`src/rtl/core/sag_pkg.sv`:
```
`default_nettype none

package sag_pkg;

    // Verdict reason codes.
    localparam logic [2:0] WHY_HOLDOFF      = 3'd0;
    localparam logic [2:0] WHY_ICMP_ECHO    = 3'd1;
    localparam logic [2:0] WHY_LOOPBACK     = 3'd2;
    localparam logic [2:0] WHY_UNFILTERED   = 3'd3;
    localparam logic [2:0] WHY_BAD_LENGTH   = 3'd4;
    localparam logic [2:0] WHY_RATE_LIMITED = 3'd5;
    localparam logic [2:0] WHY_OTP_GOOD     = 3'd6;
    localparam logic [2:0] WHY_OTP_BAD      = 3'd7;

    // Protocol kinds.
    localparam logic [1:0] PROTO_OTHER = 2'd0;
    localparam logic [1:0] PROTO_ICMP  = 2'd1;
    localparam logic [1:0] PROTO_TCP   = 2'd2;
    localparam logic [1:0] PROTO_UDP   = 2'd3;

    // Register indexes.
    localparam logic [2:0] REG_HOLDOFF_MS    = 3'd0;
    localparam logic [2:0] REG_UDP_ENABLE    = 3'd1;
    localparam logic [2:0] REG_RATE_ENABLE   = 3'd2;
    localparam logic [2:0] REG_OTP_LENGTH    = 3'd3;
    localparam logic [2:0] REG_KNOCK_ENABLE  = 3'd4;
    localparam logic [2:0] REG_KNOCK_FIRST   = 3'd5;
    localparam logic [2:0] REG_KNOCK_FIFTH   = 3'd6;

    // Fixed constants.
    localparam logic [31:0] LOOP_LOW      = 32'd2130706432;
    localparam logic [31:0] LOOP_HIGH     = 32'd2147483647;
    localparam logic [47:0] WINDOW_MS     = 48'd1000;
    localparam logic [31:0] HOLDOFF_RESET = 32'd10000;
    localparam logic [2:0]  KNOCK_LAST    = 3'd4;
    localparam logic [2:0]  KNOCK_DONE    = 3'd5;

endpackage

`default_nettype wire

```
`src/rtl/core/syn_admission_gate_top.sv`:
```
// An accepted transaction waits in the input register; its verdict goes to the result register.
// Throughput: one transaction per cycle unless the output stalls; the verdict and all state
// updates are made in a single pass between the input register and the result register.
// A stalled output holds its result; the input stalls only once both registers are full.
// Reset: rst_n is asynchronous and active low; it clears the pipeline, the knock tracker
// and the rate timer, arms the hold-off from time zero and loads the register defaults.
`default_nettype none

module syn_admission_gate_top (
    input  wire logic        clk,
    input  wire logic        rst_n,
    // Configuration port
    input  wire logic        psel,
    input  wire logic        penable,
    input  wire logic        pwrite,
    input  wire logic [5:0]  paddr,
    input  wire logic [63:0] pwdata,
    output logic      [63:0] prdata,
    output logic             pready,
    // Input channel
    input  wire logic        in_valid,
    output logic             in_stall,
    input  wire logic [47:0] now_ms,
    input  wire logic [31:0] src_addr,
    input  wire logic [1:0]  proto_kind,
    input  wire logic        icmp_is_echo,
    input  wire logic        syn_flag,
    input  wire logic        ack_flag,
    input  wire logic [15:0] dest_port,
    input  wire logic [15:0] payload_bytes,
    input  wire logic        udp_new_flow,
    input  wire logic        otp_ok,
    // Output channel
    output logic             out_valid,
    input  wire logic        out_stall,
    output logic             drop,
    output logic      [2:0]  why
);
    import sag_pkg::*;

    // Configuration registers
    logic [31:0] holdoff_ms_reg;
    logic        udp_enable_reg;
    logic        rate_enable_reg;
    logic [15:0] otp_length_reg;
    logic        knock_enable_reg;
    logic [63:0] knock_first_reg;
    logic [15:0] knock_fifth_reg;

    logic [2:0]  cfg_index;
    logic        cfg_write;

    // Input register
    logic        s1_valid_reg;
    logic [47:0] now_reg;
    logic [31:0] src_reg;
    logic [1:0]  proto_reg;
    logic        echo_reg;
    logic        syn_reg;
    logic        ack_reg;
    logic [15:0] port_reg;
    logic [15:0] len_reg;
    logic        newflow_reg;
    logic        ok_reg;

    // Result register
    logic        out_valid_reg;
    logic        drop_reg;
    logic [2:0]  why_reg;

    // Block state
    logic        holdoff_active_reg;
    logic        holdoff_active_next;
    logic [47:0] holdoff_start_reg;
    logic [47:0] holdoff_start_next;
    logic [2:0]  knock_step_reg;
    logic [2:0]  knock_step_next;
    logic [47:0] knock_start_reg;
    logic [47:0] knock_start_next;
    logic [31:0] knock_source_reg;
    logic [31:0] knock_source_next;
    logic [47:0] last_check_reg;
    logic [47:0] last_check_next;

    // Handshake
    logic        advance;
    logic        accept;
    logic        process;

    // Verdict logic
    logic [47:0] hold_elapsed;
    logic [47:0] knock_elapsed;
    logic [47:0] check_elapsed;
    logic        in_hold;
    logic        is_echo;
    logic        is_loop;
    logic        tcp_syn;
    logic        udp_check;
    logic        filtered;
    logic        len_ok;
    logic        rate_hit;
    logic        knock_run;
    logic        knock_fire;
    logic [2:0]  step_eff;
    logic [2:0]  step_inc;
    logic [15:0] knock_port;
    logic [2:0]  why_next;
    logic        drop_next;

    assign pready    = 1'b1;
    assign cfg_index = paddr[5:3];
    assign cfg_write = psel && penable && pwrite && pready;

    // Register writes.
    always_ff @(posedge clk or negedge rst_n)
    begin
        if (!rst_n)
        begin
            holdoff_ms_reg   <= HOLDOFF_RESET;
            udp_enable_reg   <= 1'b0;
            rate_enable_reg  <= 1'b0;
            otp_length_reg   <= 16'd0;
            knock_enable_reg <= 1'b0;
            knock_first_reg  <= 64'd0;
            knock_fifth_reg  <= 16'd0;
        end
        else if (cfg_write)
        begin
            unique case (cfg_index)
                REG_HOLDOFF_MS:   holdoff_ms_reg   <= pwdata[31:0];
                REG_UDP_ENABLE:   udp_enable_reg   <= pwdata[0];
                REG_RATE_ENABLE:  rate_enable_reg  <= pwdata[0];
                REG_OTP_LENGTH:   otp_length_reg   <= pwdata[15:0];
                REG_KNOCK_ENABLE: knock_enable_reg <= pwdata[0];
                REG_KNOCK_FIRST:  knock_first_reg  <= pwdata;
                REG_KNOCK_FIFTH:  knock_fifth_reg  <= pwdata[15:0];
                default:          ;
            endcase
        end
    end

    // Register reads.
    always_comb
    begin
        unique case (cfg_index)
            REG_HOLDOFF_MS:   prdata = {32'd0, holdoff_ms_reg};
            REG_UDP_ENABLE:   prdata = {63'd0, udp_enable_reg};
            REG_RATE_ENABLE:  prdata = {63'd0, rate_enable_reg};
            REG_OTP_LENGTH:   prdata = {48'd0, otp_length_reg};
            REG_KNOCK_ENABLE: prdata = {63'd0, knock_enable_reg};
            REG_KNOCK_FIRST:  prdata = knock_first_reg;
            REG_KNOCK_FIFTH:  prdata = {48'd0, knock_fifth_reg};
            default:          prdata = 64'd0;
        endcase
    end

    // The result register moves on when empty or taken; the input register refills behind it.
    assign advance  = !out_valid_reg || !out_stall;
    assign in_stall = s1_valid_reg && !advance;
    assign accept   = in_valid && !in_stall;
    assign process  = s1_valid_reg && advance;

    always_ff @(posedge clk or negedge rst_n)
    begin
        if (!rst_n)
        begin
            s1_valid_reg <= 1'b0;
        end
        else if (accept)
        begin
            s1_valid_reg <= 1'b1;
        end
        else if (advance)
        begin
            s1_valid_reg <= 1'b0;
        end
    end

    // Input payload capture.
    always_ff @(posedge clk)
    begin
        if (accept)
        begin
            now_reg     <= now_ms;
            src_reg     <= src_addr;
            proto_reg   <= proto_kind;
            echo_reg    <= icmp_is_echo;
            syn_reg     <= syn_flag;
            ack_reg     <= ack_flag;
            port_reg    <= dest_port;
            len_reg     <= payload_bytes;
            newflow_reg <= udp_new_flow;
            ok_reg      <= otp_ok;
        end
    end

    // Elapsed times wrap modulo the 48-bit time base.
    assign hold_elapsed  = now_reg - holdoff_start_reg;
    assign knock_elapsed = now_reg - knock_start_reg;
    assign check_elapsed = now_reg - last_check_reg;

    // Classification of the transaction in the input register.
    assign in_hold   = holdoff_active_reg && (hold_elapsed < {16'd0, holdoff_ms_reg});
    assign is_echo   = (proto_reg == PROTO_ICMP) && echo_reg;
    assign is_loop   = (src_reg >= LOOP_LOW) && (src_reg <= LOOP_HIGH);
    assign tcp_syn   = (proto_reg == PROTO_TCP) && syn_reg && !ack_reg;
    assign udp_check = (proto_reg == PROTO_UDP) && udp_enable_reg && newflow_reg;
    assign filtered  = !in_hold && !is_echo && !is_loop && (tcp_syn || udp_check);
    assign len_ok    = tcp_syn ? (len_reg == otp_length_reg) : (len_reg > otp_length_reg);
    assign rate_hit  = rate_enable_reg && (check_elapsed < WINDOW_MS);

    // Verdict in order of precedence.
    always_comb
    begin
        priority if (in_hold)
            why_next = WHY_HOLDOFF;
        else if (is_echo)
            why_next = WHY_ICMP_ECHO;
        else if (is_loop)
            why_next = WHY_LOOPBACK;
        else if (!filtered)
            why_next = WHY_UNFILTERED;
        else if (!len_ok)
            why_next = WHY_BAD_LENGTH;
        else if (rate_hit)
            why_next = WHY_RATE_LIMITED;
        else if (ok_reg)
            why_next = WHY_OTP_GOOD;
        else
            why_next = WHY_OTP_BAD;
    end

    assign drop_next = (why_next == WHY_ICMP_ECHO) || (why_next == WHY_BAD_LENGTH)
                    || (why_next == WHY_RATE_LIMITED) || (why_next == WHY_OTP_BAD);

    // Knock tracker: a stale or overrun sequence restarts before the port is matched.
    assign knock_run = filtered && tcp_syn && knock_enable_reg;

    always_comb
    begin
        if ((knock_step_reg != 3'd0) && (knock_elapsed > WINDOW_MS))
            step_eff = 3'd0;
        else if (knock_step_reg > KNOCK_LAST)
            step_eff = 3'd0;
        else
            step_eff = knock_step_reg;
    end

    assign step_inc = step_eff + 3'd1;

    always_comb
    begin
        unique case (step_eff)
            3'd0:    knock_port = knock_first_reg[15:0];
            3'd1:    knock_port = knock_first_reg[31:16];
            3'd2:    knock_port = knock_first_reg[47:32];
            3'd3:    knock_port = knock_first_reg[63:48];
            default: knock_port = knock_fifth_reg;
        endcase
    end

    assign knock_fire = knock_run && (port_reg == knock_port) && (step_eff != 3'd0)
                     && (src_reg == knock_source_reg) && (step_inc == KNOCK_DONE);

    // Next state for the knock tracker, hold-off and rate timer.
    always_comb
    begin
        knock_step_next     = knock_step_reg;
        knock_start_next    = knock_start_reg;
        knock_source_next   = knock_source_reg;
        holdoff_active_next = holdoff_active_reg && in_hold;
        holdoff_start_next  = holdoff_start_reg;
        last_check_next     = last_check_reg;

        if (knock_run)
        begin
            if (step_eff != knock_step_reg)
            begin
                knock_step_next   = 3'd0;
                knock_start_next  = 48'd0;
                knock_source_next = 32'd0;
            end
            if (port_reg == knock_port)
            begin
                if (step_eff == 3'd0)
                begin
                    knock_step_next   = 3'd1;
                    knock_start_next  = now_reg;
                    knock_source_next = src_reg;
                end
                else if (knock_fire)
                begin
                    knock_step_next     = 3'd0;
                    knock_start_next    = 48'd0;
                    knock_source_next   = 32'd0;
                    holdoff_active_next = 1'b1;
                    holdoff_start_next  = now_reg;
                end
                else if (src_reg == knock_source_reg)
                begin
                    knock_step_next = step_inc;
                end
            end
        end

        if (filtered && len_ok && rate_enable_reg)
        begin
            last_check_next = now_reg;
        end
    end

    // State and result registers.
    always_ff @(posedge clk or negedge rst_n)
    begin
        if (!rst_n)
        begin
            holdoff_active_reg <= 1'b1;
            holdoff_start_reg  <= 48'd0;
            knock_step_reg     <= 3'd0;
            knock_start_reg    <= 48'd0;
            knock_source_reg   <= 32'd0;
            last_check_reg     <= 48'd0;
            out_valid_reg      <= 1'b0;
        end
        else
        begin
            if (process)
            begin
                holdoff_active_reg <= holdoff_active_next;
                holdoff_start_reg  <= holdoff_start_next;
                knock_step_reg     <= knock_step_next;
                knock_start_reg    <= knock_start_next;
                knock_source_reg   <= knock_source_next;
                last_check_reg     <= last_check_next;
            end
            if (advance)
            begin
                out_valid_reg <= s1_valid_reg;
            end
        end
    end

    always_ff @(posedge clk)
    begin
        if (process)
        begin
            drop_reg <= drop_next;
            why_reg  <= why_next;
        end
    end

    assign out_valid = out_valid_reg;
    assign drop      = drop_reg;
    assign why       = why_reg;

    // The tracker never rests beyond the last knock step.
    assert property (@(posedge clk) disable iff (!rst_n) knock_step_reg <= KNOCK_LAST)
        else $error("knock tracker beyond last step");

    // A completed knock re-arms the hold-off.
    assert property (@(posedge clk) disable iff (!rst_n)
        (process && knock_fire) |=> holdoff_active_reg)
        else $error("completed knock did not re-arm hold-off");

    // The drop flag agrees with the reason code.
    assert property (@(posedge clk) disable iff (!rst_n)
        out_valid_reg |-> (drop_reg == ((why_reg == WHY_ICMP_ECHO)
            || (why_reg == WHY_BAD_LENGTH) || (why_reg == WHY_RATE_LIMITED)
            || (why_reg == WHY_OTP_BAD))))
        else $error("drop flag disagrees with reason");

    // The input side only stalls while its register holds a transaction.
    assert property (@(posedge clk) disable iff (!rst_n) in_stall |-> s1_valid_reg)
        else $error("input stalled with empty input register");

endmodule

`default_nettype wire

```
`config.mk`:
```
export PLATFORM = sky130hd
export DESIGN_NAME = syn_admission_gate_top
export DESIGN_NICKNAME = d
export VERILOG_FILES = /design/src/rtl/core/sag_pkg.sv /design/src/rtl/core/syn_admission_gate_top.sv
export SDC_FILE = /design/constraint.sdc
export NUM_CORES = 1
export LEC_CHECK = 0
export ABC_AREA = 1
export BUFFER_PORTS_ARGS = -buffer_cell sky130_fd_sc_hd__buf_4
export CORE_MARGIN = 8
export CORE_UTILIZATION = 35
export CTS_CLUSTER_DIAMETER = 80
export CTS_CLUSTER_SIZE = 10
export DETAILED_ROUTE_END_ITERATION = 8
export GPL_TIMING_DRIVEN = 0
export REMOVE_ABC_BUFFERS = 1
export SLEW_MARGIN = 15
export SYNTH_ARGS = -nofsm -noshare
export SYNTH_HDL_FRONTEND = slang
export SYNTH_SLANG_ARGS = --single-unit
```
`constraint.sdc`:
```
create_clock -name clk -period 4.45 [get_ports clk]
set_input_delay 1.335 -clock clk [delete_from_list [all_inputs] [get_ports clk]]
set_output_delay 1.335 -clock clk [all_outputs]
set_load 0.03 [all_outputs]
```
# --- Word level (Yosys, flattened, before mapping) ---
# Index checks and enable logic that the tools add are counted.
totals:
  regBits: 436
  input_bits: 196
  out_inout_bits: 71
  elab_cells: 145
classes:
  add_sub_neg: 4
  order_cmp: 7
  n_eq_ne: 21
  muxes: 31
  n_bitwise: 1
  n_reduce_logical: 54
ops:
  columns: ["cell", "count"]
  rows:
  - ["64-bit one-hot mux with 7 select lines", 1]
  - ["48-bit 2-to-1 mux", 4]
  - ["48-bit subtractor", 3]
  - ["32-bit 2-to-1 mux", 4]
  - ["16-bit one-hot mux with 4 select lines", 1]
  - ["48-bit by 10-bit > comparator with 1-bit output (second input constant)", 1]
  - ["48-bit by 10-bit less-than comparator with 1-bit output (second input constant)", 1]
  - ["48-bit by 32-bit less-than comparator with 1-bit output", 1]
  - ["3-bit 2-to-1 mux", 11]
  - ["16-bit equality test", 2]
  - ["32-bit equality test", 1]
  - ["32-bit by 31-bit >= comparator with 1-bit output (second input constant)", 1]
  - ["32-bit by 31-bit less-or-equal comparator with 1-bit output (second input constant)", 1]
  - ["1-bit logical AND", 26]
  - ["3-bit equality test (second input constant)", 7]
  - ["2-bit AND reduction", 9]
  - ["16-bit > comparator", 1]
  - ["3-bit by 2-bit equality test with 1-bit output (second input constant)", 4]
  - ["3-bit by 1-bit equality test with 1-bit output (second input constant)", 3]
  - ["1-bit logical NOT", 8]
  - ["1-bit 2-to-1 mux", 8]
  - ["3-bit logical NOT", 2]
  - ["3-bit nonzero test", 2]
  - ["1-bit logical OR", 5]
  - ["other kinds (9)", 11]

# --- Longest topological paths before layout ---
# Gate-level depths: netlist (run 1).
logic_depth:
  depth_word: 17
  depth_mapped: 40
  depth_no_buf: 36

# --- Least setup slack after synthesis (run 1) ---
# No wires, ideal clock.
synth_path:
  kind: "register to register"
  from: "register now_reg[0]"
  to: "register holdoff_start_reg[37]"
  setup_ns: 0.130
  arrival_ns: 4.708
  required_ns: 4.320
  slack_ns: -0.389
  stages_incl_launch_ff: 38
  n_path_buf: 3
  period_less_slack_ns: 4.839
  path_cell_list: "edfxtp_1 inv_1 ha_1 fa_1 inv_1 nand3_1 nand2_1 nand3_1 nand3_1 nand2_1 nand2_1 nand2_1 nand3_1 nand2_1 nor3b_1 nand3_1 nor2_1 nand3_1 [2 not listed] ha_1 clkinv_1 clkbuf_1 o22ai_1 inv_1 nand4_1 nand3b_1 nand2_1 nor2_1 nand2_1 nor2_2 nand2_2 inv_2 nand3_2 buf_6 buf_6 nand2_1 o21ai_1"
synth_between:
  elab_chain_cells: 14
  word_cells_on_any_way: 28
  classes_between: "add/sub (3); order compare (2); eq/ne (5); mux (2); bitwise (1); reduce/logical (15)"
synth_rtl:
  columns: ["element", "line", "text"]
  rows:
  - ["start: declaration", "syn_admission_gate_top.sv:55", "logic [47:0] now_reg;"]
  - ["start signal: assignment", "syn_admission_gate_top.sv:184", "now_reg <= now_ms;"]
  - ["parallel branches: the longest is 13 deep, another holds 48-bit subtractor", null, null]
  - ["5-bit AND reduction (no source line) *", null, null]
  - ["end signal: assignment", "syn_admission_gate_top.sv:330", "holdoff_start_reg <= holdoff_start_next;"]
  - ["end: declaration", "syn_admission_gate_top.sv:74", "logic [47:0] holdoff_start_reg;"]
# Mark *: on every way between the ends.
# A chain may end at the register's enable or synchronous reset.

# --- Worst setup path after layout (run 1) ---
layout_path:
  from: "register now_reg[19]"
  to: "register knock_start_reg[25]"
layout_between:
  elab_chain_cells: 16
  word_cells_on_any_way: 32
  classes_between: "add/sub (3); order compare (2); eq/ne (6); mux (6); reduce/logical (15)"
layout_rtl:
  columns: ["element", "line", "text"]
  rows:
  - ["parallel branches: the longest is 16 deep, another holds 48-bit subtractor", null, null]
  - ["end signal: assignment", "syn_admission_gate_top.sv:332", "knock_start_reg <= knock_start_next;"]
  - ["end: declaration", "syn_admission_gate_top.sv:78", "logic [47:0] knock_start_reg;"]
# Parallel ways; which one is timed is not known.

==> results of run 1 <==
cell type report:
cell class | instances | area (um^2) | share of cell area
clock buffers | 84 | 1463 | 0.03571
clock inverters | 10 | 130.1 | 0.003177
repair inverters | 2 | 25.02 | 0.0006109
well taps | 1165 | 1458 | 0.03559
flip-flops and latches | 436 | 11530 | 0.2816
inverters | 811 | 3099 | 0.07567
repair buffers | 498 | 4947 | 0.1208
multi-input cells | 3071 | 18300 | 0.4469
cells in the mapped netlist (all sizes together) (49+ instances only):
master  number  area [um^2]
nand2     1129         4240
nand3      240         1206
o21ai      326         1632
clkbuf      76        285.3
buf         58        315.3
xor2        69        604.3
o22ai       49        306.5
dfrtp      307         7682
ha         192         2402
nand4      153        969.7
inv        809         3037
a21oi      229         1146
nor2       418         1579
edfxtp     123         3694
power groups by stage:
stage	clock network, mW	logic (mW)	registers, mW
CTS	4.23	3.16	4.79
floorplan	0	1.95	4.80
global placement	0	2.85	4.92
finish	4.13	3.34	4.80
global route	4.36	3.72	4.84
detailed placement	0	2.90	4.91
repair_timing:
| item | in CTS | in global routing |
|---|---|---|
| setup endpoints to repair | 188 | 195 |
| pin swaps | 72 | 106 |
| resized for setup | 292 | 338 |
| hold endpoints to repair | 0 | 0 |
| cloned | 23 | 13 |
| setup buffers | 124 | 56 |
critical path, delay by kind of cell, from the launching register on:
kind / cells / cell delay (ns)
AOI/OAI and AO/OA: 2 / 0.24
xor gates and xnor gates: 1 / 0.30
adders and majority gates: 2 / 0.64
buffers and inverters: 10 / 1.32
DFF: 1 / 0.45
and+or+nand+nor: 21 / 2.33
logic make-up (layout without fill, tap and decap cells):
group | Yosys count | count (layout) | synth area share
AND/OR/NAND/NOR | 2034 | 2039 | 0.2754
buffers and inverters | 945 | 1405 | 0.1170
AO/OA/AOI/OAI | 726 | 726 | 0.1272
flip-flops | 436 | 436 | 0.3703
adder cells (fa/ha/maj) | 195 | 195 | 0.07874
XOR/XNOR | 108 | 108 | 0.03037
multiplexers | 2 | 2 | 0.0007231
other | 1 | 1 | 0.0001204
stage by stage:
step / setup slack, ns / instance area, um^2 / setup TNS [ns] / power (mW)
floorplan: -3.509 / 30540 / -659.65 / 6.750
global placement: -9.476 / 33970 / -2446.70 / 7.770
detailed placement: -3.012 / 34690 / -449.91 / 7.811
CTS: -0.9204 / 39110 / -146.99 / 12.18
global route: -1.255 / 40960 / -196.70 / 12.92
finish: -0.9945 / 40960 / -142.52 / 12.27
layer usage:
| layer | track usage | up-vias | share of wire |
|---|---|---|---|
| li1 | - | 15290 | - |
| met2 | 0.3742 | 1022 | 0.47 |
| met3 | 0.03012 | 201 | 0.060 |
| met1 | 0.2937 | 15050 | 0.43 |
| met5 | 0 | - | 0 |
| met4 | 0.07828 | 0 | 0.038 |
worst paths after layout:
path | from | to | slack (ns)
setup / recovery | now_reg[19] | knock_start_reg[25] | -0.99
hold / removal | holdoff_start_reg[11] | holdoff_start_reg[11] | 0.48
setup reg to reg | now_reg[19] | knock_start_reg[25] | -0.99
hold reg to reg | holdoff_start_reg[11] | holdoff_start_reg[11] | 0.48
max in group asynchronous | rst_n | knock_source_reg[19] | 2.47
min in group asynchronous | rst_n | out_valid | 0.63
==> summary.txt, run 1 <==
Pre-Repair DR Iteration Count: 7
Overflow left after global routing: 0
Number of diodes: 0
P&R area growth vs syn: 31.52%
Share of power burned in registers: 0.391
Startpoint Class: register
Netlist cell types: 57
Max Clk Rate: 0.1837 GHz
Async SR Flop Fraction: 0.7179
Synth Cell Area: 0.03114 mm^2
Max-cap violations: 0
Max FFs per register: 64
Syn_area_per_cell: 7.003 um^2
Final period util: 1.223
IO buf count: 262
Post-DP HPWL: 80430 um
Slew Viols, Final: 0
RSZ-0062 raised after global routing: yes
Critical path peak fanout: 8
Clk_skew: 0.03377 ns
Failing checks: negative setup slack
Pin count of the biggest net entering global routing: 94
Total die area: 0.09878 mm^2
Clock power frac: 0.337
Vias in the first global route: 30390
Cts bufs inserted: 53
Hold_ws: 0.4813 ns
Final core utilization: 0.4642
H-tree Lvls: 2
Synthesized instance count: 4447
GRT Overall Usage: 0.2232
Routability cong.: 0.9428
Clk buf depth: 3
Yosys warning total: 0
Core area: 0.08824 mm^2
Layout cell share with drive strength beyond 1: 0.2070
Die Ht: 314.3 um
DRT iter0 DRCs: 2411
Initial Util: 0.3529
Net Switching: 4.131 mW
Commonest non-fill, non-tap cells in the layout: nand2_1 (995), inv_1 (787), buf_4 (409)
Peak supply drop: 0.2656 mV
Ys flop type: dfrtp_1
Non-Filler Instances: 6077
Antenna Nets Post-Route: 0
# IOs: 267
Max incr delay on CP: 0.45 ns
Nets: 5263
Drt drc: 0
Crit path time final: 5.444 ns
Worst setup margin: -0.9945 ns
Worst EP required: 4.95 ns
Hold Buf Count CTS: 0
Net Sw Frac: 0.3367
Vias: 31560
Detailed Route WL: 117200 um
Vias per cell: 5.193
CTS tree: done
Arrival time at the worst endpoint: 5.94 ns
Sequential area share after synthesis: 0.3703
CTS clock-pin slew for the worst setup and hold paths: 0.06 ns
Final hold violation count: 0
Hold WC Path Type: reg2reg
DIE WIDTH: 314.3 um
Post-DR wirelength/cell: 19.29 um
FILL cells: 8758
Logic pwr share: 0.272
Most used cell, CP: nand2_1
Hold Crit Depth: 2
Seq cells post-synth: 436
Global-route wire length before repair: 174900 um
Core Rows: 109
Lkg Pwr: 19.43 nW
Clk root buf: clkbuf_16
Most common cell after layout, fill and taps aside: nand2_1
Clk sink count: 436
Clock Latency Late Sink: 0.64 ns
CP Capture Type: register
Status: finished, violations left
Final setup violation count: 188
Initial antenna violation count: 1
Worst slew pin tran: 1.142 ns
Int Pwr: 8.137 mW
Number of synthesized flops with an enable pin: 123
Placed insts: 5769
Crit Path Category: reg2reg
Highest-delay cell along the critical path: edfxtp_1
Rel. slew slack: 0.2368
R2R depth: 36
P per Cell Area: 299.5 mW/mm^2
Note: power is estimated with default switching activity, not from simulation.
==> run 2: changes to the inputs <==
--- a/config.mk
+++ b/config.mk
@@ -12,7 +12,6 @@
 export CTS_CLUSTER_DIAMETER = 80
 export CTS_CLUSTER_SIZE = 10
 export DETAILED_ROUTE_END_ITERATION = 8
-export GPL_TIMING_DRIVEN = 0
 export REMOVE_ABC_BUFFERS = 1
 export SLEW_MARGIN = 15
 export SYNTH_ARGS = -nofsm -noshare
==> constraint.sdc (replaced) <==
create_clock -name clk -period 5.5 [get_ports clk]
set_input_delay 1.65 -clock clk [delete_from_list [all_inputs] [get_ports clk]]
set_output_delay 1.65 -clock clk [all_outputs]
set_load 0.03 [all_outputs]
==> run 2 against run 1 <==
- the run now ends clean
- sequential share of layout area grew 0.92 points
- sequential power shrank 19%
- clock power fell by 20%
- die area unchanged
- final cell count up 0.66%
- total power shrank 20%
- routed wire length down 8.8%
- worst setup slack better by 1.1 ns
- utilization down 1.5 points
- worst hold slack lost 0.0063 ns
- fmax is 0.41% higher
- critical endpoint is now knock_start_reg[27]
- largest cell class unchanged
- largest power group unchanged
==> summary.txt, run 2 (same netlist as run 1, synthesis figures left out) <==
Setup crit end: knock_start_reg[27]
DRT iter0 DRCs: 2425
Worst slew pin tran: 1.137 ns
Clk_skew: 0.09514 ns
CTS clock-pin slew for the worst setup and hold paths: 0.05 ns
Pre-Repair DR Iteration Count: 6
WP buf/inv: 12
Final period util: 0.9858
Critical path peak fanout: 8
FF-to-FF End: knock_start_reg[27]
IO buf count: 262
# IOs: 267
Global-route wire length before repair: 161100 um
Placed insts: 5984
GRT Overall Usage: 0.2026
Max FFs per register: 64
Clk buf depth: 3
Startpoint Class: register
P&R area growth vs syn: 27.37%
Int Pwr: 6.511 mW
Non-Filler Instances: 6117
Vias: 30700
Initial antenna violation count: 2
Reg2reg start: now_reg[22]
Antenna Nets Post-Route: 0
CTS tree: done
Pin count of the biggest net entering global routing: 93
CP Launch Point: now_reg[22]
Drt drc: 0
Post-DR wirelength/cell: 17.47 um
Worst EP required: 5.98 ns
Hold WC Path Type: reg2reg
Hold Buf Count CTS: 0
Commonest non-fill, non-tap cells in the layout: nand2_1 (1061), inv_1 (794), buf_4 (479)
Routability cong.: 0.9659
Clock power frac: 0.340
Core area: 0.08824 mm^2
Net Switching: 3.253 mW
Vias per cell: 5.019
Cts bufs inserted: 54
Vias in the first global route: 29390
Share of power burned in registers: 0.397
FF-to-FF setup slack: 0.08 ns
Slew Viols, Final: 0
P per Cell Area: 246.1 mW/mm^2
Layout cell share with drive strength beyond 1: 0.1709
Lkg Pwr: 19.26 nW
Most common cell after layout, fill and taps aside: nand2_1
Clock Latency Late Sink: 0.67 ns
Peak supply drop: 0.2470 mV
Detailed Route WL: 106900 um
Status: complete, no violations
Initial Util: 0.3529
Max incr delay on CP: 0.51 ns
Rel. slew slack: 0.2403
Critical path depth: 37
DIE WIDTH: 314.3 um
H-tree Lvls: 2
Arrival time at the worst endpoint: 5.90 ns
Clk root buf: clkbuf_16
RSZ-0062 raised after global routing: yes
Clk sink count: 436
Final setup violation count: 0
Most used cell, CP: nand2_1
Logic pwr share: 0.263
Pwr Total: 9.764 mW
Overflow left after global routing: 0
Max Clk Rate: 0.1844 GHz
Net Sw Frac: 0.3332
Crit path time final: 5.422 ns
Highest-delay cell along the critical path: edfxtp_1
Die Ht: 314.3 um
Nets: 5302
Post-DP HPWL: 80730 um
Max-cap violations: 0
Crit Path Category: reg2reg
CP delay by family, top: simple AND/OR/NAND/NOR gates
Total die area: 0.09878 mm^2
Core Rows: 109
Final hold violation count: 0
R2R depth: 37
CP Capture Type: register
-- run 2: cell count changes in the layout (fill, tap and decap cells not counted), sizes merged --
cell      before   now
nand4        154   153
bufbuf         6     0
inv          814   812
diode          0     1
nand2       1130  1129
clkinvlp       1     4
bufinv         1     0
clkbuf        93    95
nand3        243   240
buf          483   531
-- run 2: cell type report --
| class | instances | area [um^2] |
|---|---|---|
| repair buffers | 543 | 4895 |
| flip-flops and latches | 436 | 11530 |
| inverters | 811 | 3068 |
| diodes | 1 | 2.502 |
| fillers | 8985 | 48570 |
| well taps | 1165 | 1458 |
| clock inverters | 12 | 157.7 |
| clock buffers | 83 | 1470 |
| multi-input cells | 3066 | 17080 |
-- run 2: how the worst min path moves through the flow --
stage | from | to | slack [ns] | cells after the start
2_1_floorplan | s1_valid_reg | out_valid | 0.43 | 2
3_3_place_gp | s1_valid_reg | out_valid | 0.44 | 2
3_5_place_dp | s1_valid_reg | out_valid | 0.46 | 2
4_1_cts | s1_valid_reg | out_valid | 0.47 | 2
5_1_grt | holdoff_start_reg[5] | holdoff_start_reg[5] | 0.51 | 2
6_report | s1_valid_reg | out_valid | 0.48 | 2
-- run 2: metal layers --
metal | GRT usage | routed length (um) | share of wire
met2 | 0.3406 | 50480 | 0.47
met1 | 0.2682 | 47110 | 0.44
met5 | 0 | 0 | 0
met3 | 0.02526 | 5458 | 0.051
met4 | 0.06878 | 3814 | 0.036
-- run 2: timing repair --
item,CTS,global route
setup buffers,8,15
cloned,3,13
endpoints found under the setup margin,131,149
pin swaps,7,89
resized for setup,50,222
-- run 2: per-stage QoR --
stage	hold slack [ns]	cell area (um^2)	worst slack, ns	TNS [ns]	util
after floorplan	0.4340	30540	-2.459	-399.71	-
after global placement	0.4407	36300	-0.07875	-5.227	0.4114
after detailed placement	0.4624	36300	-0.1565	-14.36	0.4114
after CTS	0.4736	38320	0.03642	0	0.4343
after global routing	0.5098	39670	-0.1885	-13.08	0.4496
final	0.4750	39670	0.07786	0	0.4496
-- run 2: power by group through the flow --
| stage | clock, mW | sequential, mW | combinational, mW |
|---|---|---|---|
| final | 3.32 | 3.87 | 2.57 |
| after global routing | 3.54 | 3.91 | 2.88 |
| after CTS | 3.41 | 3.87 | 2.52 |
| after detailed placement | 0 | 3.93 | 2.49 |
| after global placement | 0 | 3.92 | 2.45 |
| after floorplan | 0 | 3.89 | 1.58 |
-- run 2: worst reg2reg max path: cells and delay by family, from the launching register on --
kind | cells | cell delay (ns)
adders and majority gates | 2 | 0.53
buffers and inverters | 12 | 1.42
and+or+nand+nor | 22 | 2.79
DFF | 1 | 0.51
AOI/OAI and AO/OA | 1 | 0.08
